$ cat src/hw/rtl/tqm_pkg.sv
// Shared types and constants for the three-queue timestamp merge.
`default_nettype none

package tqm_pkg;

   localparam int NUM_QUEUES          = 3;
   localparam int DEFAULT_QUEUE_DEPTH = 16;
   localparam int ID_W                = 31;
   localparam int AMOUNT_W            = 32;
   localparam int TIME_W              = 32;
   localparam int CHAN_W              = 2;
   localparam int COUNT_W             = 5;
   localparam int SHIPPED_W           = 16;

   localparam logic OP_ENQUEUE = 1'b0;
   localparam logic OP_TAKE    = 1'b1;

   localparam logic [CHAN_W-1:0] CH_SITE   = 2'd0;
   localparam logic [CHAN_W-1:0] CH_APP    = 2'd1;
   localparam logic [CHAN_W-1:0] CH_MARKET = 2'd2;

   localparam logic [SHIPPED_W-1:0] SHIPPED_MAX = '1;

   typedef struct packed {
      logic                operation;
      logic [CHAN_W-1:0]   channel;
      logic [ID_W-1:0]     order_id;
      logic [AMOUNT_W-1:0] amount_cents;
      logic [TIME_W-1:0]   timestamp;
   } req_type;

   typedef struct packed {
      logic                 item_valid;
      logic [ID_W-1:0]      out_order_id;
      logic [CHAN_W-1:0]    out_channel;
      logic [AMOUNT_W-1:0]  out_amount_cents;
      logic [TIME_W-1:0]    out_timestamp;
      logic                 overflow;
      logic [COUNT_W-1:0]   site_count;
      logic [COUNT_W-1:0]   app_count;
      logic [COUNT_W-1:0]   market_count;
      logic [SHIPPED_W-1:0] shipped_count;
   } rsp_type;

   typedef struct packed {
      logic [ID_W-1:0]     order_id;
      logic [AMOUNT_W-1:0] amount_cents;
      logic [TIME_W-1:0]   timestamp;
   } entry_type;

   typedef struct packed {
      logic capture;
      logic enq;
      logic take;
   } cmd_type;

   typedef struct packed {
      logic out_free;
   } sts_type;

endpackage

`default_nettype wire

$ cat src/hw/rtl/tqm_ctrl.sv
// Controller: sequences capture and commit of one beat at a time.
`default_nettype none

module tqm_ctrl (
   input  wire               clock,
   input  wire               reset,
   input  wire               req_valid,
   input  wire               req_operation,
   output logic              req_stall,
   output tqm_pkg::cmd_type  cmd,
   input  tqm_pkg::sts_type  sts
);
   import tqm_pkg::*;

   typedef enum logic [2:0] {
      ST_IDLE = 3'b001,
      ST_ENQ  = 3'b010,
      ST_TAKE = 3'b100
   } state_type;

   state_type state_ff, state_in;

   always_comb begin
      state_in    = state_ff;
      cmd         = '0;
      req_stall   = 1'b1;
      unique case (state_ff)
         ST_IDLE: begin
            req_stall = 1'b0;
            if (req_valid) begin
               cmd.capture = 1'b1;
               state_in    = (req_operation == OP_TAKE) ? ST_TAKE : ST_ENQ;
            end
         end
         ST_ENQ: begin
            if (sts.out_free) begin
               cmd.enq  = 1'b1;
               state_in = ST_IDLE;
            end
         end
         ST_TAKE: begin
            if (sts.out_free) begin
               cmd.take = 1'b1;
               state_in = ST_IDLE;
            end
         end
         default: state_in = ST_IDLE;
      endcase
   end

   always_ff @(posedge clock) begin
      if (reset) begin
         state_ff <= ST_IDLE;
      end else begin
         state_ff <= state_in;
      end
   end

endmodule

`default_nettype wire

$ cat src/hw/rtl/tqm_datapath.sv
// Datapath: queue memories, pointers, head compare and result register.
`default_nettype none

module tqm_datapath #(
   parameter int QUEUE_DEPTH = tqm_pkg::DEFAULT_QUEUE_DEPTH
) (
   input  wire               clock,
   input  wire               reset,
   input  tqm_pkg::cmd_type  cmd,
   output tqm_pkg::sts_type  sts,
   input  tqm_pkg::req_type  req_data,
   output logic              rsp_valid,
   input  wire               rsp_stall,
   output tqm_pkg::rsp_type  rsp_data
);
   import tqm_pkg::*;

   localparam int PTR_W = $clog2(QUEUE_DEPTH);
   localparam int CNT_W = $clog2(QUEUE_DEPTH + 1);

   function automatic logic [PTR_W-1:0] advance(input logic [PTR_W-1:0] p);
      advance = (p == PTR_W'(QUEUE_DEPTH - 1)) ? '0 : p + 1'b1;
   endfunction

   req_type              in_ff;
   logic [PTR_W-1:0]     head_ff [NUM_QUEUES];
   logic [PTR_W-1:0]     head_in [NUM_QUEUES];
   logic [PTR_W-1:0]     tail_ff [NUM_QUEUES];
   logic [PTR_W-1:0]     tail_in [NUM_QUEUES];
   logic [CNT_W-1:0]     cnt_ff  [NUM_QUEUES];
   logic [CNT_W-1:0]     cnt_in  [NUM_QUEUES];
   logic [NUM_QUEUES-1:0] wr_en;
   entry_type            rd_ff   [NUM_QUEUES];
   entry_type            wr_entry;
   logic [SHIPPED_W-1:0] shipped_ff, shipped_in;
   logic                 rsp_valid_ff;
   rsp_type              rsp_data_ff, rsp_data_in;
   logic                 found;
   logic [CHAN_W-1:0]    best;
   entry_type            best_entry;
   logic                 overflow;
   logic                 hit;

   assign wr_entry = '{order_id: in_ff.order_id, amount_cents: in_ff.amount_cents,
                       timestamp: in_ff.timestamp};

   for (genvar g = 0; g < NUM_QUEUES; g++) begin : g_queue
      entry_type mem [QUEUE_DEPTH];
      always_ff @(posedge clock) begin
         if (wr_en[g]) begin
            mem[tail_ff[g]] <= wr_entry;
         end
         rd_ff[g] <= mem[head_ff[g]];
      end
   end

   // earliest head; lower channel wins ties
   always_comb begin
      found      = (cnt_ff[0] != '0);
      best       = CH_SITE;
      best_entry = rd_ff[0];
      for (int q = 1; q < NUM_QUEUES; q++) begin
         if ((cnt_ff[q] != '0) && (!found || (rd_ff[q].timestamp < best_entry.timestamp))) begin
            found      = 1'b1;
            best       = CHAN_W'(q);
            best_entry = rd_ff[q];
         end
      end
   end

   assign hit = cmd.take && found;

   always_comb begin
      overflow   = 1'b0;
      shipped_in = shipped_ff;
      wr_en      = '0;
      for (int q = 0; q < NUM_QUEUES; q++) begin
         head_in[q] = head_ff[q];
         tail_in[q] = tail_ff[q];
         cnt_in[q]  = cnt_ff[q];
         if (cmd.enq && (in_ff.channel == CHAN_W'(q))) begin
            if (cnt_ff[q] == CNT_W'(QUEUE_DEPTH)) begin
               overflow = 1'b1;
            end else begin
               wr_en[q]   = 1'b1;
               tail_in[q] = advance(tail_ff[q]);
               cnt_in[q]  = cnt_ff[q] + 1'b1;
            end
         end
         if (hit && (best == CHAN_W'(q))) begin
            head_in[q] = advance(head_ff[q]);
            cnt_in[q]  = cnt_ff[q] - 1'b1;
         end
      end
      if (hit && (shipped_ff != SHIPPED_MAX)) begin
         shipped_in = shipped_ff + 1'b1;
      end
   end

   always_comb begin
      rsp_data_in                  = '0;
      rsp_data_in.item_valid       = hit;
      rsp_data_in.out_order_id     = hit ? best_entry.order_id : '0;
      rsp_data_in.out_channel      = hit ? best : '0;
      rsp_data_in.out_amount_cents = hit ? best_entry.amount_cents : '0;
      rsp_data_in.out_timestamp    = hit ? best_entry.timestamp : '0;
      rsp_data_in.overflow         = overflow;
      rsp_data_in.site_count       = COUNT_W'(cnt_in[0]);
      rsp_data_in.app_count        = COUNT_W'(cnt_in[1]);
      rsp_data_in.market_count     = COUNT_W'(cnt_in[2]);
      rsp_data_in.shipped_count    = shipped_in;
   end

   assign sts.out_free = !rsp_valid_ff || !rsp_stall;

   always_ff @(posedge clock) begin
      if (cmd.capture) begin
         in_ff <= req_data;
      end
      if (cmd.enq || cmd.take) begin
         rsp_data_ff <= rsp_data_in;
      end
   end

   always_ff @(posedge clock) begin
      if (reset) begin
         for (int q = 0; q < NUM_QUEUES; q++) begin
            head_ff[q] <= '0;
            tail_ff[q] <= '0;
            cnt_ff[q]  <= '0;
         end
         shipped_ff   <= '0;
         rsp_valid_ff <= 1'b0;
      end else begin
         for (int q = 0; q < NUM_QUEUES; q++) begin
            head_ff[q] <= head_in[q];
            tail_ff[q] <= tail_in[q];
            cnt_ff[q]  <= cnt_in[q];
         end
         shipped_ff <= shipped_in;
         if (cmd.enq || cmd.take) begin
            rsp_valid_ff <= 1'b1;
         end else if (!rsp_stall) begin
            rsp_valid_ff <= 1'b0;
         end
      end
   end

   assign rsp_valid = rsp_valid_ff;
   assign rsp_data  = rsp_data_ff;

endmodule

`default_nettype wire

$ cat src/hw/rtl/three_queue_timestamp_merge.sv
// Top level: three order queues merged by timestamp, one result beat per request beat.
//
//   channel   direction  ports                          payload
//   req       in         req_valid / req_stall          tqm_pkg::req_type
//   rsp       out        rsp_valid / rsp_stall          tqm_pkg::rsp_type
//
// Each beat is accepted, then committed into the result register; the commit state
// follows accept because of the registered read of the three queue-head memories.
// Next request beat is taken the cycle after commit, while the result may still wait.
// A stalled result holds the commit of the following beat until it is taken.
// Reset is synchronous and clears pointers, counts, the shipped counter and the result
// valid flag only; queue memories are not cleared and need no clearing pass.
`default_nettype none

module three_queue_timestamp_merge #(
   parameter int QUEUE_DEPTH = tqm_pkg::DEFAULT_QUEUE_DEPTH
) (
   input  wire               clock,
   input  wire               reset,
   input  wire               req_valid,
   output logic              req_stall,
   input  tqm_pkg::req_type  req_data,
   output logic              rsp_valid,
   input  wire               rsp_stall,
   output tqm_pkg::rsp_type  rsp_data
);
   import tqm_pkg::*;

   cmd_type cmd;
   sts_type sts;

   tqm_ctrl u_ctrl (
      .clock         (clock),
      .reset         (reset),
      .req_valid     (req_valid),
      .req_operation (req_data.operation),
      .req_stall     (req_stall),
      .cmd           (cmd),
      .sts           (sts)
   );

   tqm_datapath #(
      .QUEUE_DEPTH (QUEUE_DEPTH)
   ) u_datapath (
      .clock     (clock),
      .reset     (reset),
      .cmd       (cmd),
      .sts       (sts),
      .req_data  (req_data),
      .rsp_valid (rsp_valid),
      .rsp_stall (rsp_stall),
      .rsp_data  (rsp_data)
   );

   a_commit_free: assert property (@(posedge clock) disable iff (reset)
      (cmd.enq || cmd.take) |-> sts.out_free)
      else $error("commit while result register busy");

   a_one_cmd: assert property (@(posedge clock) disable iff (reset)
      $onehot0({cmd.capture, cmd.enq, cmd.take}))
      else $error("more than one command");

   a_busy_after_accept: assert property (@(posedge clock) disable iff (reset)
      (req_valid && !req_stall) |=> req_stall)
      else $error("second beat accepted before commit");

   a_take_no_overflow: assert property (@(posedge clock) disable iff (reset)
      rsp_valid |-> !(rsp_data.item_valid && rsp_data.overflow))
      else $error("taken order flagged as overflow");

endmodule

`default_nettype wire
$ cat config.mk
export PLATFORM = sky130hd
export DESIGN_NAME = three_queue_timestamp_merge
export DESIGN_NICKNAME = d
export VERILOG_FILES = /design/src/hw/rtl/tqm_pkg.sv /design/src/hw/rtl/tqm_ctrl.sv /design/src/hw/rtl/tqm_datapath.sv /design/src/hw/rtl/three_queue_timestamp_merge.sv
export SDC_FILE = /design/constraint.sdc
export NUM_CORES = 2
export LEC_CHECK = 0
export ABC_AREA = 1
export BUFFER_PORTS_ARGS = -buffer_cell sky130_fd_sc_hd__buf_2
export CELL_PAD_IN_SITES_DETAIL_PLACEMENT = 1
export CELL_PAD_IN_SITES_GLOBAL_PLACEMENT = 2
export CORE_ASPECT_RATIO = 1.5
export CORE_MARGIN = 8
export CORE_UTILIZATION = 30
export DETAILED_ROUTE_END_ITERATION = 12
export PLACE_DENSITY_LB_ADDON = 0.2
export SLEW_MARGIN = 5
export SYNTH_ARGS = -nofsm -noshare
export SYNTH_HDL_FRONTEND = slang
export SYNTH_MEMORY_MAX_BITS = 65536
export SYNTH_SLANG_ARGS = --single-unit
$ cat constraint.sdc
create_clock -name clock -period 32.2 [get_ports clock]
set_input_delay 8.05 -clock clock [delete_from_list [all_inputs] [get_ports clock]]
set_output_delay 8.05 -clock clock [all_outputs]
set_load 0.01 [all_outputs]
Yosys cells after proc, flatten, opt, wreduce, memory -nomap -nowiden --
Memories as Yosys holds them, arrays and structs flattened. Index checks and enable logic that the tools add are counted.
Storage, ports and cells: input bits 102, memories kept 7, memory bits (writable) 4884, output and inout port bits 132, flip-flop bits (word level) 247
Memory list:
- u_datapath.g_queue[0].mem | depth 16, bits a word 95, read ports 1, clocked after Yosys merged registers in 0, write ports 1, line tqm_datapath.sv:48 | entry_type mem [QUEUE_DEPTH];
- u_datapath.g_queue[1].mem | depth 16, bits a word 95, read ports 1, clocked after Yosys merged registers in 0, write ports 1, line tqm_datapath.sv:48
- u_datapath.g_queue[2].mem | depth 16, bits a word 95, read ports 1, clocked after Yosys merged registers in 0, write ports 1, line tqm_datapath.sv:48
- u_datapath.rd_ff | depth 3, bits a word 95, read ports 3, clocked after Yosys merged registers in 0, write ports 3, line tqm_datapath.sv:33 | entry_type rd_ff [NUM_QUEUES];
- u_datapath.cnt_ff | depth 3, bits a word 5, read ports 3, clocked after Yosys merged registers in 0, write ports 3, line tqm_datapath.sv:30 | logic [CNT_W-1:0] cnt_ff [NUM_QUEUES];
- u_datapath.head_ff | depth 3, bits a word 4, read ports 3, clocked after Yosys merged registers in 0, write ports 3, line tqm_datapath.sv:26 | logic [PTR_W-1:0] head_ff [NUM_QUEUES];
- +1 memories
Operators by class: order comparisons 2, add/subtract/negate cells 13, reduce and logical (&&, ||, !) cells 25, equal/unequal tests 20, multiplexer cells 73, bitwise logic cells 9
Operator list (count):
- 95-bit 2-to-1 mux | 2
- 4-bit 2-to-1 mux | 21
- 32-bit less-than comparator | 2
- 5-bit 2-to-1 mux | 12
- 1-bit 2-to-1 mux | 32
- 4-bit by 1-bit adder with 4-bit output, second input constant | 6
- 4-bit equality test, second input constant | 6
- 16-bit by 1-bit adder with 16-bit output, second input constant | 1
- 16-bit 2-to-1 mux | 1
- 16-bit inequality test, second input constant | 1
- 5-bit by 1-bit adder with 5-bit output, second input constant | 3
- 5-bit equality test, second input constant | 3
- 5-bit nonzero test | 3
- 5-bit by 1-bit subtractor with 5-bit output, second input constant | 3
- 1-bit logical AND | 10
- 3-bit 2-to-1 mux | 3
- 1-bit OR | 9
- 3-bit one-hot mux with 2 select lines | 1
- 2-bit by 1-bit equality test with 1-bit output, second input constant | 2
- 2-bit equality test, second input constant | 2
- 1-bit logical NOT | 4
- 2-bit logical NOT | 2
- 1-bit logical OR | 4
- 2-bit by 1-bit inequality test with 1-bit output, second input constant | 2
- other kinds (7) | 7

Depth between registers and ports, before layout --
An unclocked memory read counts as a cell.
depth in word-level cells 14, depth in mapped cells 37, depth with buffers taken out 35

By module --
A second synthesis with hierarchy kept.
Second synthesis, totals: cells, all modules 13893, area total of the unflattened synthesis 194118.7 um^2
Modules (own cells, without submodules):
- tqm_datapath | area an instance 193956.0 um^2, times used 1, cells an instance 13870
- tqm_ctrl | area an instance 162.7 um^2, times used 1, cells an instance 23

Worst setup path after synthesis --
No wires, ideal clock.
kind in2reg, start input rsp_stall, end memory u_datapath.g_queue[1].mem[7][0] (netlist bit), enable pin, arrival time 15571 ps, library setup time 665 ps, setup slack 15964 ps, cell stages on the path 7, path buffers 0, cell sequence nand2_1 > nand2_1 > nor3_1 > inv_1 > nor2_1 > inv_1 > nor3_1
Between the ends: longest elaborated chain between the ends 8
RTL lines:
- start, declared | line three_queue_timestamp_merge.sv:24 | input wire rsp_stall,
- 1-bit logical NOT | line tqm_datapath.sv:114 | assign sts.out_free = !rsp_valid_ff || !rsp_stall;
- 1-bit logical OR | line tqm_datapath.sv:114
- 1-bit 2-to-1 mux | line tqm_ctrl.sv:36 | if (sts.out_free) begin
- 1-bit 2-to-1 mux | line tqm_ctrl.sv:27 | unique case (state_ff)
- 1-bit logical AND | line tqm_datapath.sv:81 | if (cmd.enq && (in_ff.channel == CHAN_W'(q))) begin
- 1-bit 2-to-1 mux | line tqm_datapath.sv:81
- 1-bit 2-to-1 mux | line tqm_datapath.sv:50 | if (wr_en[g]) begin
- 1-bit 2-to-1 mux (not written as such) | line tqm_datapath.sv:51 | mem[tail_ff[g]] <= wr_entry;
- end, declared | line tqm_datapath.sv:48
Every way passes these cells.

Worst setup path after layout --
start input rsp_stall, end memory u_datapath.g_queue[0].mem[5][60] (netlist bit), enable pin
Between the ends: longest elaborated chain between the ends 8
RTL lines (line):
- 1-bit logical NOT | tqm_datapath.sv:114
- 1-bit logical OR | tqm_datapath.sv:114
- 1-bit 2-to-1 mux | tqm_ctrl.sv:36
- 1-bit 2-to-1 mux | tqm_ctrl.sv:27
- 1-bit logical AND | tqm_datapath.sv:81
- 1-bit 2-to-1 mux | tqm_datapath.sv:81
- 1-bit 2-to-1 mux | tqm_datapath.sv:50
- 1-bit 2-to-1 mux (not written as such) | tqm_datapath.sv:51
- end, declared | tqm_datapath.sv:48
Every way passes these cells.

==> results.yml <==
global_routing:
  grt-ovfl-total: 0
  grt_pass1_wl_um: 1010000
  use_met3: 0.0221
  grt_max_degree: 181
  grtUsageMet1: 0.266
  grt_usage: 0.209
  grt_most_used_layer: "met2"
  grt_pass1_vias: 126071
  gr-usage-met2: 0.376
  grt_antenna_before_repair: 77
sta:
  slew_headroom: 0.195
  timing.hold.ws_ps: 483
  hold_violations: 0
  period_share: 0.375
  tightest_slew_ps: 1200
  finalMaxSlewViolations: 0
  fin_skew_ps: 69.8
  fin_tns_setup_ps: 0
  post-route-min-period_ps: 12080
  setup-violations-final: 0
  rsz0062_at_grt: "no"
  clock.fmax_mhz: 82.8
floorplan:
  io_pins: 234
  dieArea_sq_mm: 0.675
  core_sq_mm: 0.647
  die_x_um: 673
  initial_core_util: 0.301
  die_y_um: 1000
  rows: 362
logic_synthesis:
  synth_seq_area_share: 0.775
  synth_seq_cells: 5131
  avgSynthCellArea_sq_um: 13.9
  syn_area_sq_mm: 0.194
  synth_cell_type_count: 44
  ys_warn_count: 0
  syn_nets: 14157
  syn_inst: 13971
layout:
  final_cell_mix: "4,787 x edfxtp_1, 2,413 x nor2_1, 1,994 x o21ai_0"
  drive_gt1_frac: 0.101
  fin_util: 0.346
  areaGrowthSynthToFinish_pct: 15.1
  fillCellCount: 67141
  final_common_cell: "edfxtp_1"
  fin_area_sq_mm: 0.224
  final_net_count: 14394
placement:
  routabilityCongestion: 0.770
  portBuffers: 233
  dp_hpwl_um: 424000
  post_dp_cell_area_sq_mm: 0.206
power_and_ir_drop:
  powerDensity_mw_per_mm2: 61.7
  finalPower_mw: 13.8
  irDropWorstVdd_uv: 50.1
  total_leakage_power_nw: 72.0
critical_path:
  crit_path_end_kind: "register"
  cp_data_required_time_ps: 32860
  critical_path_class: "in2reg"
  startpoint_type: "input port"
  worstPathArrival_ps: 12750
  cp_max_fo: 33
cts:
  cts_buffer_depth: 5
  cts.repair.resized: 0
  numCtsBuffers: 569
  clkSlewWorstSetupHoldPaths_ps: 60
  root_buffer: "clkbuf_16"
  postCtsHoldBufs: 0
  cts.sinks: 5131
  cts_tree: "done"
  postCtsSetupRepairBufs: 0
  worstSkewPairLatency_ps: 1050
  htreeDepth: 6
detailed_routing:
  drc: 0
  first_pass_iters: 5
  wl_um: 727000
  dr_total_vias: 122099
  drt-wirelength-per-cell_um: 31.4
  dr.first_iter.drc_count: 9765
  antenna_left: 0
  via_per_inst: 5.26
run_status:
  outcome: "finished, final reports clean"
min_path:
  hp-class: "reg2reg"
run:
  maxCapViolations: 0
## state kept, by name (all words and copies together) (netlist names)
register and count:
u_datapath.g_queue.mem 4560, u_datapath.rd_ff 285, u_datapath.rsp_data 130, u_datapath.in_ff 97, u_datapath.shipped_ff 16, u_datapath.cnt_ff 15
u_datapath.head_ff 12, u_datapath.tail_ff 12, u_ctrl.state_ff 3, u_datapath.rsp_valid 1
## worst max-delay path: stages
cell and delay, ps:
buf_2 90, nand2_1 110, nand2_1 120, nor3_1 500, inv_1 210, nor2_1 940
nand2_1 510, nor2_4 190, buf_4 540, buf_4 740, buf_4 600
## stage by stage
step | std cells | setup slack (ps)
finish | 23191 | 20120
global route | 23180 | 19880
CTS | 23174 | 20180
detailed placement | 22191 | 19060
global placement | 22191 | 19100
floorplan | 13971 | 15960
## kinds of logic (layout without fill, tap and decap cells)
family / Yosys count / in the layout / synth area share
multiplexers: 156 / 156 / 0.00803
AND/OR/NAND/NOR: 4096 / 4096 / 0.0840
buffers and inverters: 1123 / 1772 / 0.0222
flip-flops: 5131 / 5131 / 0.775
AO/OA/AOI/OAI: 3344 / 3344 / 0.104
adder cells (fa/ha/maj): 84 / 84 / 0.00541
other: 0 / 17 / 0
XOR/XNOR: 37 / 37 / 0.00167
## worst paths after layout
kind	start	end	slack (ps)	cells after the start
hold / removal	u_datapath.rd_ff[0][263]	u_datapath.rsp_data[107]	480	2
setup / recovery	rsp_stall	u_datapath.g_queue[0].mem[5][60]	20120	11
hold reg to reg	u_datapath.rd_ff[0][263]	u_datapath.rsp_data[107]	480	2
setup reg to reg	u_datapath.rd_ff[0][23]	u_datapath.rsp_data[17]	24160	29
## final cells by class
class	count	area, sq um	area share
clock buffers	753	15600	0.0695
diodes	17	42.5	0.000190
multi-input cells	7717	39900	0.178
inverters	163	732	0.00327
repair buffers	626	4340	0.0194
well taps	8554	10700	0.0478
flip-flops and latches	5131	151000	0.673
clock inverters	230	1890	0.00845
## where the power goes
group	internal, mW	switching [mW]	total, mW
Sequential	7.32	0.00780	7.32
Clock	3.62	2.68	6.30
Combinational	0.0179	0.174	0.192
Total	11.0	2.86	13.8
## synth_stat cells (all sizes together)
cell     instances  area share
nand4           68      0.0022
o211a            1    0.000051
a211oi           2    0.000077
nand2          979       0.019
o211ai         101      0.0039
nor2          2464       0.048
a21oi           98      0.0025
or2              2    0.000064
xnor2            7     0.00032
ha              84      0.0054
nand3          551       0.014
xor2            30      0.0014
o32ai          224       0.010
a22oi            2    0.000077
edfxtp        4787        0.74
o221ai         470       0.021
mux2i          156      0.0080
a31o             1    0.000045
a31oi            1    0.000032
and2             6     0.00019
a21boi           1    0.000039
inv            155      0.0030
buf             96      0.0024
dfxtp          344       0.035
nor3b            2    0.000077
o22ai          446       0.014
nand3b           1    0.000039
a2111oi          2    0.000090
clkbuf         864       0.017
o21ai         1994       0.051
clkinv           8     0.00015
nor4             2    0.000064
o21a             1    0.000039
nor3            21     0.00057
## per-layer routing
layer  share of wire  wire (um)  vias up
li1                -          -    52999
met1            0.42     307000    65335
met2            0.51     374000     2871
met3           0.038      27500      888
met4           0.026      19100        6
met5        0.000059         43        -
Power figures use the tool's default switching activity.
